**src/rtl/csf_pkg.sv**
```systemverilog
// Types, constants and helper functions of the checker sweep fade pixel core.
package csf_pkg;

    localparam int MAX_MATRICES = 3;
    localparam logic [1:0] MAX_COUNT = (MAX_MATRICES > 3) ? 2'd3 : 2'(MAX_MATRICES);

    localparam int TIME_W     = 16;
    localparam int INTERVAL_W = 14;
    localparam int START_W    = 17;
    localparam int HALF_W     = 15;
    localparam int LEVEL_W    = 8;
    localparam int NUM_W      = HALF_W + LEVEL_W;
    localparam int COLOR_W    = 16;
    localparam int DIV_STAGES = 4;
    localparam int DIV_STEPS  = LEVEL_W / DIV_STAGES;
    localparam int RECIP_W    = 17;
    localparam int CFG_INDEX_W = 1;
    localparam int CFG_DATA_W  = 16;

    localparam logic [1:0]  COUNT_RESET    = 2'd1;
    localparam logic [15:0] DURATION_RESET = 16'd2000;

    typedef enum logic [CFG_INDEX_W-1:0] {
        CFG_MATRIX_COUNT = 1'b0,
        CFG_DURATION_MS  = 1'b1
    } cfg_index_t;

    typedef struct packed {
        logic [TIME_W-1:0] elapsed_ms;
        logic [1:0]        matrix_index;
        logic [2:0]        pixel_x;
        logic [2:0]        pixel_y;
    } pix_t;

    typedef struct packed {
        logic [TIME_W-1:0]     elapsed_ms;
        logic [INTERVAL_W-1:0] interval;
        logic [3:0]            colsel;
        logic                  lit;
    } cell_t;

    typedef struct packed {
        logic [TIME_W-1:0]     elapsed_ms;
        logic [START_W-1:0]    start;
        logic [INTERVAL_W-1:0] interval;
        logic                  lit;
    } geom_t;

    typedef struct packed {
        logic [NUM_W-1:0]   rem;
        logic [HALF_W-1:0]  half;
        logic [LEVEL_W-1:0] quo;
        logic               dark;
    } div_t;

    typedef struct packed {
        logic [RECIP_W-1:0] mult;
        logic [4:0]         shift;
    } recip_t;

    // Exact reciprocal of (4 * count + 3) for any 16-bit dividend.
    function automatic recip_t interval_recip(input logic [1:0] count);
        recip_t r;
        case (count)
            2'd2:    r = '{mult: 17'd95326, shift: 5'd20};
            2'd3:    r = '{mult: 17'd69906, shift: 5'd20};
            default: r = '{mult: 17'd74899, shift: 5'd19};
        endcase
        return r;
    endfunction

    function automatic logic [COLOR_W-1:0] gray565(input logic [LEVEL_W-1:0] v);
        return {v[7:3], v[7:2], v[7:3]};
    endfunction

endpackage

```
**src/rtl/csf_geom.sv**
```systemverilog
// Checker cell decode, group interval and column start time (two stages).
module csf_geom import csf_pkg::*; (
    input  logic             clk,
    input  logic             rst_n,
    input  logic [1:0]       matrix_count,
    input  logic [15:0]      duration_ms,
    input  logic             in_valid,
    output logic             in_ready,
    input  pix_t             in_pix,
    output logic             out_valid,
    input  logic             out_ready,
    output geom_t            out_geom
);

    logic  s1_valid_reg;
    logic  s2_valid_reg;
    cell_t s1_reg;
    cell_t s1_next;
    geom_t s2_reg;
    geom_t s2_next;
    logic  s1_en;
    logic  s2_en;

    assign s2_en    = !s2_valid_reg || out_ready;
    assign s1_en    = !s1_valid_reg || s2_en;
    assign in_ready = s1_en;

    always_comb
    begin
        logic [1:0]            count;
        logic [3:0]            groups;
        logic [3:0]            cx;
        recip_t                rc;
        logic [TIME_W+RECIP_W-1:0] prod;
        count = matrix_count;
        if (count == 2'd0)
            count = 2'd1;
        if (count > MAX_COUNT)
            count = MAX_COUNT;
        groups = {count, 2'b00};
        cx     = {in_pix.matrix_index, in_pix.pixel_x[2:1]};
        rc     = interval_recip(count);
        prod   = (TIME_W+RECIP_W)'(duration_ms) * (TIME_W+RECIP_W)'(rc.mult);
        s1_next.elapsed_ms = in_pix.elapsed_ms;
        s1_next.interval   = INTERVAL_W'(prod >> rc.shift);
        s1_next.colsel     = groups - 4'd1 - cx;
        // even parity of checker column plus checker row, flag rows only
        s1_next.lit = (in_pix.matrix_index < count) && in_pix.pixel_y[2]
                      && !(in_pix.pixel_x[1] ^ in_pix.pixel_y[1]);
    end

    always_comb
    begin
        s2_next.elapsed_ms = s1_reg.elapsed_ms;
        s2_next.interval   = s1_reg.interval;
        s2_next.lit        = s1_reg.lit;
        s2_next.start      = START_W'(s1_reg.colsel) * START_W'(s1_reg.interval);
    end

    always_ff @(posedge clk or negedge rst_n)
    begin
        if (!rst_n)
        begin
            s1_valid_reg <= 1'b0;
            s2_valid_reg <= 1'b0;
        end
        else
        begin
            if (s1_en)
                s1_valid_reg <= in_valid;
            if (s2_en)
                s2_valid_reg <= s1_valid_reg;
        end
    end

    always_ff @(posedge clk)
    begin
        if (s1_en)
            s1_reg <= s1_next;
        if (s2_en)
            s2_reg <= s2_next;
    end

    assign out_valid = s2_valid_reg;
    assign out_geom  = s2_reg;

endmodule

```
**src/rtl/csf_ramp.sv**
```systemverilog
// Triangle position within the fade and dividend for the level division.
module csf_ramp import csf_pkg::*; (
    input  logic  clk,
    input  logic  rst_n,
    input  logic  in_valid,
    output logic  in_ready,
    input  geom_t in_geom,
    output logic  out_valid,
    input  logic  out_ready,
    output div_t  out_div
);

    logic valid_reg;
    div_t div_reg;
    div_t div_next;
    logic en;

    assign en       = !valid_reg || out_ready;
    assign in_ready = en;

    always_comb
    begin
        logic              early;
        logic [TIME_W-1:0] t;
        logic [TIME_W-1:0] fade;
        logic [HALF_W-1:0] half;
        logic              over;
        logic [HALF_W-1:0] tp;
        early = {1'b0, in_geom.elapsed_ms} < in_geom.start;
        t     = in_geom.elapsed_ms - in_geom.start[TIME_W-1:0];
        fade  = {in_geom.interval, 2'b00};
        half  = {in_geom.interval, 1'b0};
        over  = t >= fade;
        // rising edge up to the peak, falling edge after it
        if (t <= {1'b0, half})
            tp = t[HALF_W-1:0];
        else
            tp = HALF_W'(fade - t);
        div_next.rem  = {tp, {LEVEL_W{1'b0}}} - {{LEVEL_W{1'b0}}, tp};
        div_next.half = half;
        div_next.quo  = '0;
        div_next.dark = !in_geom.lit || early || over || (in_geom.interval == '0);
    end

    always_ff @(posedge clk or negedge rst_n)
    begin
        if (!rst_n)
            valid_reg <= 1'b0;
        else if (en)
            valid_reg <= in_valid;
    end

    always_ff @(posedge clk)
    begin
        if (en)
            div_reg <= div_next;
    end

    assign out_valid = valid_reg;
    assign out_div   = div_reg;

endmodule

```
**src/rtl/csf_div.sv**
```systemverilog
// Pipelined restoring divider for the fade level, a few quotient bits per stage.
module csf_div import csf_pkg::*; (
    input  logic clk,
    input  logic rst_n,
    input  logic in_valid,
    output logic in_ready,
    input  div_t in_div,
    output logic out_valid,
    input  logic out_ready,
    output div_t out_div
);

    logic [DIV_STAGES-1:0] vld_reg;
    logic [DIV_STAGES-1:0] src_valid;
    div_t                  stg_reg  [DIV_STAGES];
    div_t                  stg_next [DIV_STAGES];
    logic [DIV_STAGES:0]   en;

    assign in_ready  = en[0];
    assign src_valid = {vld_reg[DIV_STAGES-2:0], in_valid};

    // A stage advances when it is empty or its successor advances.
    always_comb
    begin
        en[DIV_STAGES] = out_ready;
        for (int s = DIV_STAGES - 1; s >= 0; s--)
            en[s] = !vld_reg[s] || en[s+1];
    end

    always_comb
    begin
        div_t             w;
        logic [NUM_W-1:0] trial;
        int               b;
        w     = '0;
        trial = '0;
        b     = 0;
        for (int s = 0; s < DIV_STAGES; s++)
        begin
            w = (s == 0) ? in_div : stg_reg[(s == 0) ? 0 : s - 1];
            for (int j = 0; j < DIV_STEPS; j++)
            begin
                b     = LEVEL_W - 1 - (s * DIV_STEPS + j);
                trial = NUM_W'(w.half) << b;
                if (w.rem >= trial)
                begin
                    w.rem = w.rem - trial;
                    w.quo[3'(b)] = 1'b1;
                end
            end
            stg_next[s] = w;
        end
    end

    always_ff @(posedge clk or negedge rst_n)
    begin
        if (!rst_n)
            vld_reg <= '0;
        else
        begin
            for (int s = 0; s < DIV_STAGES; s++)
            begin
                if (en[s])
                    vld_reg[s] <= src_valid[s];
            end
        end
    end

    always_ff @(posedge clk)
    begin
        for (int s = 0; s < DIV_STAGES; s++)
        begin
            if (en[s])
                stg_reg[s] <= stg_next[s];
        end
    end

    assign out_valid = vld_reg[DIV_STAGES-1];
    assign out_div   = stg_reg[DIV_STAGES-1];

endmodule

```
**src/rtl/checker_sweep_fade_pixel_core.sv**
```systemverilog
// Top level of the checker sweep fade pixel core.
//
//   channel   dir  handshake          payload
//   s_*       in   s_tvalid/s_tready  s_tdata: elapsed_ms, matrix_index, pixel_x, pixel_y
//   m_*       out  m_tvalid/m_tready  m_tdata: color565
//   cfg_*     in   cfg_we             cfg_index, cfg_data (no read-back)
//
// One request enters per cycle while the output side is not stalled; its color
// becomes valid on m_tdata once the request has passed the register stages below.
// Nine register stages: input register, cell decode with the interval reciprocal
// multiply, start multiply, fade position, four divider stages of two quotient
// bits each, and the color output register.
// Reset clears every valid bit and loads matrix_count = 1, duration_ms = 2000.
// Each stage holds while its successor is full and stalled, so bubbles are
// squeezed out and s_tready stays high while the pipeline has a free slot.
module checker_sweep_fade_pixel_core import csf_pkg::*; (
    input  logic                   clk,
    input  logic                   rst_n,
    // configuration writes
    input  logic                   cfg_we,
    input  logic [CFG_INDEX_W-1:0] cfg_index,
    input  logic [CFG_DATA_W-1:0]  cfg_data,
    // pixel requests
    input  logic                   s_tvalid,
    output logic                   s_tready,
    input  logic [23:0]            s_tdata,   // [15:0] elapsed_ms, [17:16] matrix_index,
                                              // [20:18] pixel_x, [23:21] pixel_y
    // pixel colors
    output logic                   m_tvalid,
    input  logic                   m_tready,
    output logic [15:0]            m_tdata    // [15:0] color565
);

    logic [1:0]  matrix_count_reg;
    logic [15:0] duration_ms_reg;

    // Configuration: writes beyond the register list have no effect.
    always_ff @(posedge clk or negedge rst_n)
    begin
        if (!rst_n)
        begin
            matrix_count_reg <= COUNT_RESET;
            duration_ms_reg  <= DURATION_RESET;
        end
        else if (cfg_we)
        begin
            case (cfg_index_t'(cfg_index))
                CFG_MATRIX_COUNT: matrix_count_reg <= cfg_data[1:0];
                CFG_DURATION_MS:  duration_ms_reg  <= cfg_data[15:0];
                default:          ;
            endcase
        end
    end

    // Input register: capture the request.
    logic  in_valid_reg;
    pix_t  in_reg;
    pix_t  in_next;
    logic  in_en;
    logic  geom_in_ready;

    assign in_en    = !in_valid_reg || geom_in_ready;
    assign s_tready = in_en;

    assign in_next.elapsed_ms   = s_tdata[15:0];
    assign in_next.matrix_index = s_tdata[17:16];
    assign in_next.pixel_x      = s_tdata[20:18];
    assign in_next.pixel_y      = s_tdata[23:21];

    always_ff @(posedge clk or negedge rst_n)
    begin
        if (!rst_n)
            in_valid_reg <= 1'b0;
        else if (in_en)
            in_valid_reg <= s_tvalid;
    end

    always_ff @(posedge clk)
    begin
        if (in_en && s_tvalid)
            in_reg <= in_next;
    end

    // Cell decode, group interval and column start.
    logic  geom_valid;
    logic  ramp_in_ready;
    geom_t geom;

    csf_geom u_geom (
        .clk          (clk),
        .rst_n        (rst_n),
        .matrix_count (matrix_count_reg),
        .duration_ms  (duration_ms_reg),
        .in_valid     (in_valid_reg),
        .in_ready     (geom_in_ready),
        .in_pix       (in_reg),
        .out_valid    (geom_valid),
        .out_ready    (ramp_in_ready),
        .out_geom     (geom)
    );

    // Position on the triangle and the dividend t * 255.
    logic ramp_valid;
    logic div_in_ready;
    div_t ramp_div;

    csf_ramp u_ramp (
        .clk       (clk),
        .rst_n     (rst_n),
        .in_valid  (geom_valid),
        .in_ready  (ramp_in_ready),
        .in_geom   (geom),
        .out_valid (ramp_valid),
        .out_ready (div_in_ready),
        .out_div   (ramp_div)
    );

    // Level = dividend / half fade, eight quotient bits.
    logic div_valid;
    logic out_en;
    div_t div_res;

    csf_div u_div (
        .clk       (clk),
        .rst_n     (rst_n),
        .in_valid  (ramp_valid),
        .in_ready  (div_in_ready),
        .in_div    (ramp_div),
        .out_valid (div_valid),
        .out_ready (out_en),
        .out_div   (div_res)
    );

    // Output register: pack the gray level as RGB565, force dark pixels to zero.
    logic               out_valid_reg;
    logic [COLOR_W-1:0] color_reg;
    logic [COLOR_W-1:0] color_next;

    assign out_en     = !out_valid_reg || m_tready;
    assign color_next = div_res.dark ? '0 : gray565(div_res.quo);

    always_ff @(posedge clk or negedge rst_n)
    begin
        if (!rst_n)
            out_valid_reg <= 1'b0;
        else if (out_en)
            out_valid_reg <= div_valid;
    end

    always_ff @(posedge clk)
    begin
        if (out_en)
            color_reg <= color_next;
    end

    assign m_tvalid = out_valid_reg;
    assign m_tdata  = color_reg;

endmodule

```
**config.mk**
```make
export PLATFORM = sky130hd
export DESIGN_NAME = checker_sweep_fade_pixel_core
export DESIGN_NICKNAME = d
export VERILOG_FILES = /design/src/rtl/csf_pkg.sv /design/src/rtl/csf_geom.sv /design/src/rtl/csf_ramp.sv /design/src/rtl/csf_div.sv /design/src/rtl/checker_sweep_fade_pixel_core.sv
export SDC_FILE = /design/constraint.sdc
export NUM_CORES = 1
export LEC_CHECK = 0
export ABC_CLOCK_PERIOD_IN_PS = 8400
export BUFFER_PORTS_ARGS = -buffer_cell sky130_fd_sc_hd__buf_2
export CAP_MARGIN = 0
export CELL_PAD_IN_SITES_DETAIL_PLACEMENT = 1
export CELL_PAD_IN_SITES_GLOBAL_PLACEMENT = 1
export CORE_UTILIZATION = 53
export DETAILED_ROUTE_END_ITERATION = 16
export PLACE_DENSITY_LB_ADDON = 0.3
export SYNTH_ARGS = -nofsm -noshare
export SYNTH_HDL_FRONTEND = slang
export SYNTH_HIERARCHICAL = 1
export SYNTH_SLANG_ARGS = --single-unit
```
**constraint.sdc**
```tcl
create_clock -name clk -period 8.4 [get_ports clk]
set_clock_uncertainty 0.1 [all_clocks]
set_input_delay 0.84 -clock clk [delete_from_list [all_inputs] [get_ports clk]]
set_output_delay 0.84 -clock clk [all_outputs]
set_load 0.01 [all_outputs]
```
# == Word-level counts from Yosys, hierarchy flattened ==
# Memory sizes are Yosys's and may differ from the RTL's.
# Cells that the tools add are included.
# W data, S select, Z words.
# op_classes
n_addsub,13
multipliers,2
order_cmp,13
eq_ne,2
n_shift,1
muxes,24
bitwise_logic,2
n_reduce_logical,30
# ops
op,count
$mux W23,8
$sub A23 B15 Y23,2
$pmux W20 S2,1
$mul A16 B17 Y33,1
$shr A33 B5 Y14,1
$ge A23 B15 Y1,1
$ge A23 B16 Y1,1
$ge A23 B17 Y1,1
$ge A23 B18 Y1,1
$ge A23 B19 Y1,1
$ge A23 B20 Y1,1
$ge A23 B21 Y1,1
$ge A23 B22 Y1,1
$sub A23 B16 Y23,1
$sub A23 B17 Y23,1
$sub A23 B18 Y23,1
$sub A23 B19 Y23,1
$sub A23 B20 Y23,1
$sub A23 B21 Y23,1
$sub A23 B22 Y23,1
$lt A16 B17 Y1,1
$mul A4 B14 Y17,1
$ge A16 B16 Y1,1
$le A16 B15 Y1,1
18 further kinds,55
# word_totals
ff_bits,188
ram_bits,188
out_inout_bits,18
word_cells,115
n_memories,1
# memory_table
memory,words,width,read_ports,rd_clocked_by_memory_dff,write_ports,line,text
u_div.stg_reg,4,47,4,0,4,csf_div.sv:15,div_t stg_reg [DIV_STAGES];

# == Logic depth before layout (Yosys ltp) ==
# logic_depth
ltp_word,11
depth_mapped,29

# == Hierarchy ==
# The synthesis kept the hierarchy.
# by_module_without_submodules
module,instances,cells_per_inst,area_per_inst_um2
csf_div,1,1388,13827.0
csf_geom,1,1085,11313.4
csf_ramp,1,539,4624.4
checker_sweep_fade_pixel_core,1,92,1820.5

# == Worst setup path before layout ==
# Ideal clock, no wire load.
# synth_path
kind,reg-to-reg
start,register matrix_count_reg[1]
end,register u_geom/s1_reg[17] (netlist name) (data pin)
arrival_ps,6765
setup_slack_ps,1274
path_stages_with_launch,26
n_path_buf,2
cell_sequence,dfrtp_1 > clkbuf_1 > clkbuf_1 > nand2_1 > or2_2 > fa_1 > inv_1 > fa_1 > inv_1 > fa_1 > inv_1 > fa_1 > fa_1 > inv_1 > fa_1 > inv_1 > ha_1 > nand4_1 > o21bai_1 > a2111oi_4 > a211oi_4 > o21a_4 > a31oi_4 > o221ai_2 > mux2_4 > o32a_1
# synth_lines
element,line,text
"start, declared",checker_sweep_fade_pixel_core.sv:34,logic [1:0] matrix_count_reg;
"start signal, assigned",checker_sweep_fade_pixel_core.sv:48,CFG_MATRIX_COUNT: matrix_count_reg <= cfg_data[1:0];
"end signal, assigned",csf_geom.sv:79,s1_reg <= s1_next;
"end, declared",csf_geom.sv:17,cell_t s1_reg;

==> summary.md <==
| Metric | Value |
|---|---|
| Row count | `81` |
| Vias per inst | `5.763` |
| Yosys warning count | `6` |
| Initial antenna violation count | `0` |
| Crit. End Element | `flop` |
| Starting Density | `0.5359` |
| Clock-pin slew on the worst setup and hold paths | `0.07 ns` |
| Critical Path Start Type | `flop` |
| Number of global-route vias before repair | `21,180` |
| Core Footprint | `0.04885 mm^2` |
| Max FFs per register | `104` |
| Die area | `0.05029 mm^2` |
| H-tree lvl count | `2` |
| Worst skew pair latency | `0.55 ns` |
| GRT Total Usage | `0.2851` |
| Reg2Reg Setup Slack | `0.60 ns` |
| RSZ-0062 raised after global routing | `false` |
| Status | `finished clean` |
| Antenna cells | `0` |
| Die Wd | `224.2 um` |
| Post-CTS Hold Fix Bufs | `0` |
| IO Pins | `64` |
| First-pass GRT wire length | `113,000 um` |
| FMAX | `128.3 MHz` |
| DR WL/cell | `20.89 um` |
| Clock period minus worst slack | `7.797 ns` |
| Fraction of layout cells with a size suffix above 1 | `0.08899` |
| Final Hold Fails | `0` |
| Setup Buffers After CTS | `0` |
| Post-DP HPWL | `55,560 um` |
| Synthesized area per cell | `10.14 um^2` |
| Met1 GRT Util | `0.3537` |
| Nets | `3,167` |
| M2 GR Usage | `0.5122` |
| Buffers on Ports | `61` |
| Tightest Hold Check Type | `in -> async` |
| CP required | `8.59 ns` |
| Measured slew at the worst slew-check pin | `1.205 ns` |
| GR met3 Demand/Resource | `0.03214` |
| Root Driver | `clkbuf_16` |
| TritonCTS buffer count | `35` |
| Register Area | `0.008283 mm^2` |
| Area delta synth->final | `7.810%` |
| Max cap viols | `0` |
| Crit path kind | `reg -> reg` |
| CP Max Fanout | `43` |
| Busiest grt layer | `met2` |
| CTS Buffer Depth | `3` |
| Final WL | `69,260 um` |
| Filler cell count | `5,409` |
| Tcrit/Tclk final | `0.9282` |
| Crit path DAT | `7.99 ns` |
| GRT overflow | `0` |
| TritonCTS clock tree | `built` |
| Final setup vio count | `0` |
| Die Ht | `224.2 um` |
| Largest net degree at the start of global routing | `50` |
| Resized Gates After CTS | `0` |
| # clock sinks | `280` |
| Multi-input gate area | `0.01593 mm^2` |
| DRC viols | `0` |
| DR vias | `19,110` |
| Final ANT Viol Nets | `0` |
| Cell Area, Synth | `0.02618 mm^2` |
| Setup TNS | `0 ns` |
| Worst relative slew slack | `0.1964` |
| 1st-iter DRT viols | `853` |
| Post-synthesis cell count | `2,582` |
| Pins Over Slew Limit | `0` |
| Drt pass-1 iters | `5` |
| Gp weighted congestion | `0.9104` |
==> layer usage <==
metal  share of wire  up-vias
met1            0.43     9678
li1                -     8968
met4           0.035        0
met5               0        -
met3           0.029      128
met2            0.51      337
==> worst max-delay path, cell delays in order (launching register included) <==
cell and delay (ns):
dfstp_2 1.01, nand2_1 0.39, and2_1 0.31, ha_1 0.31, inv_1 0.10, fa_1 0.47, fa_1 0.53, inv_1 0.06
fa_1 0.51, fa_1 0.57, inv_1 0.07, fa_1 0.53, inv_1 0.04, ha_1 0.29, nand4_1 0.18, o21bai_1 0.17
a2111oi_4 0.52, a211oi_4 0.15, o21a_4 0.26, a31oi_4 0.32, o221ai_2 0.17, mux2_4 0.28, o32a_1 0.17
==> stage by stage <==
| step | hold WS, ns | instance area, um^2 | utilization | setup WS [ns] | std cells |
|---|---|---|---|---|---|
| floorplan | 0.3003 | 26200 | - | 1.274 | 2588 |
| global placement | 0.3012 | 27060 | 0.5539 | 0.8089 | 3254 |
| detailed placement | 0.3051 | 27060 | 0.5539 | 0.6572 | 3254 |
| CTS | 0.3056 | 28220 | 0.5778 | 0.6361 | 3316 |
| global route | 0.3257 | 28220 | 0.5778 | 0.3518 | 3316 |
| finish | 0.3002 | 28220 | 0.5778 | 0.6034 | 3316 |
==> worst paths after layout <==
kind | startpoint | depth (start not counted) | end
max in group asynchronous | rst_n | 1 | matrix_count_reg[1]
max | matrix_count_reg[0] | 22 | u_geom/s1_reg[17]
min in group clk | in_reg[9] | 0 | u_geom/s1_reg[20]
min | rst_n | 1 | duration_ms_reg[0]
max reg2reg | matrix_count_reg[0] | 22 | u_geom/s1_reg[17]
min reg2reg | in_reg[9] | 0 | u_geom/s1_reg[20]
==> layout by cell type (no fill, tap or decap), types with 19 or more instances in the layout <==
master,count
inv_1,434
nor2b_1,30
a21o_1,38
xnor2_1,99
and2_1,37
dfrtp_1,19
clkbuf_16,36
nand4_1,22
o21ai_0,96
nor2_1,124
mux2_2,39
edfxtp_1,253
xor2_1,40
nand2_1,172
nand3_1,28
and3_1,29
buf_2,61
a21oi_1,133
ha_1,320
o21a_1,26
nand2b_1,44
fa_1,174
or3_1,21
nor3_1,52
==> final cells by class <==
class	count	area share
clock inverter	20	0.008290
clock buffer	42	0.03307
timing repair buffer	71	0.01348
tap	664	0.02944
multi-input combinational	1804	0.5644
sequential	280	0.2935
inverter	435	0.05785
Power is left out: the tool's default activity adds up to more than one toggle a clock period on the data nets, which glitch-free logic cannot reach.
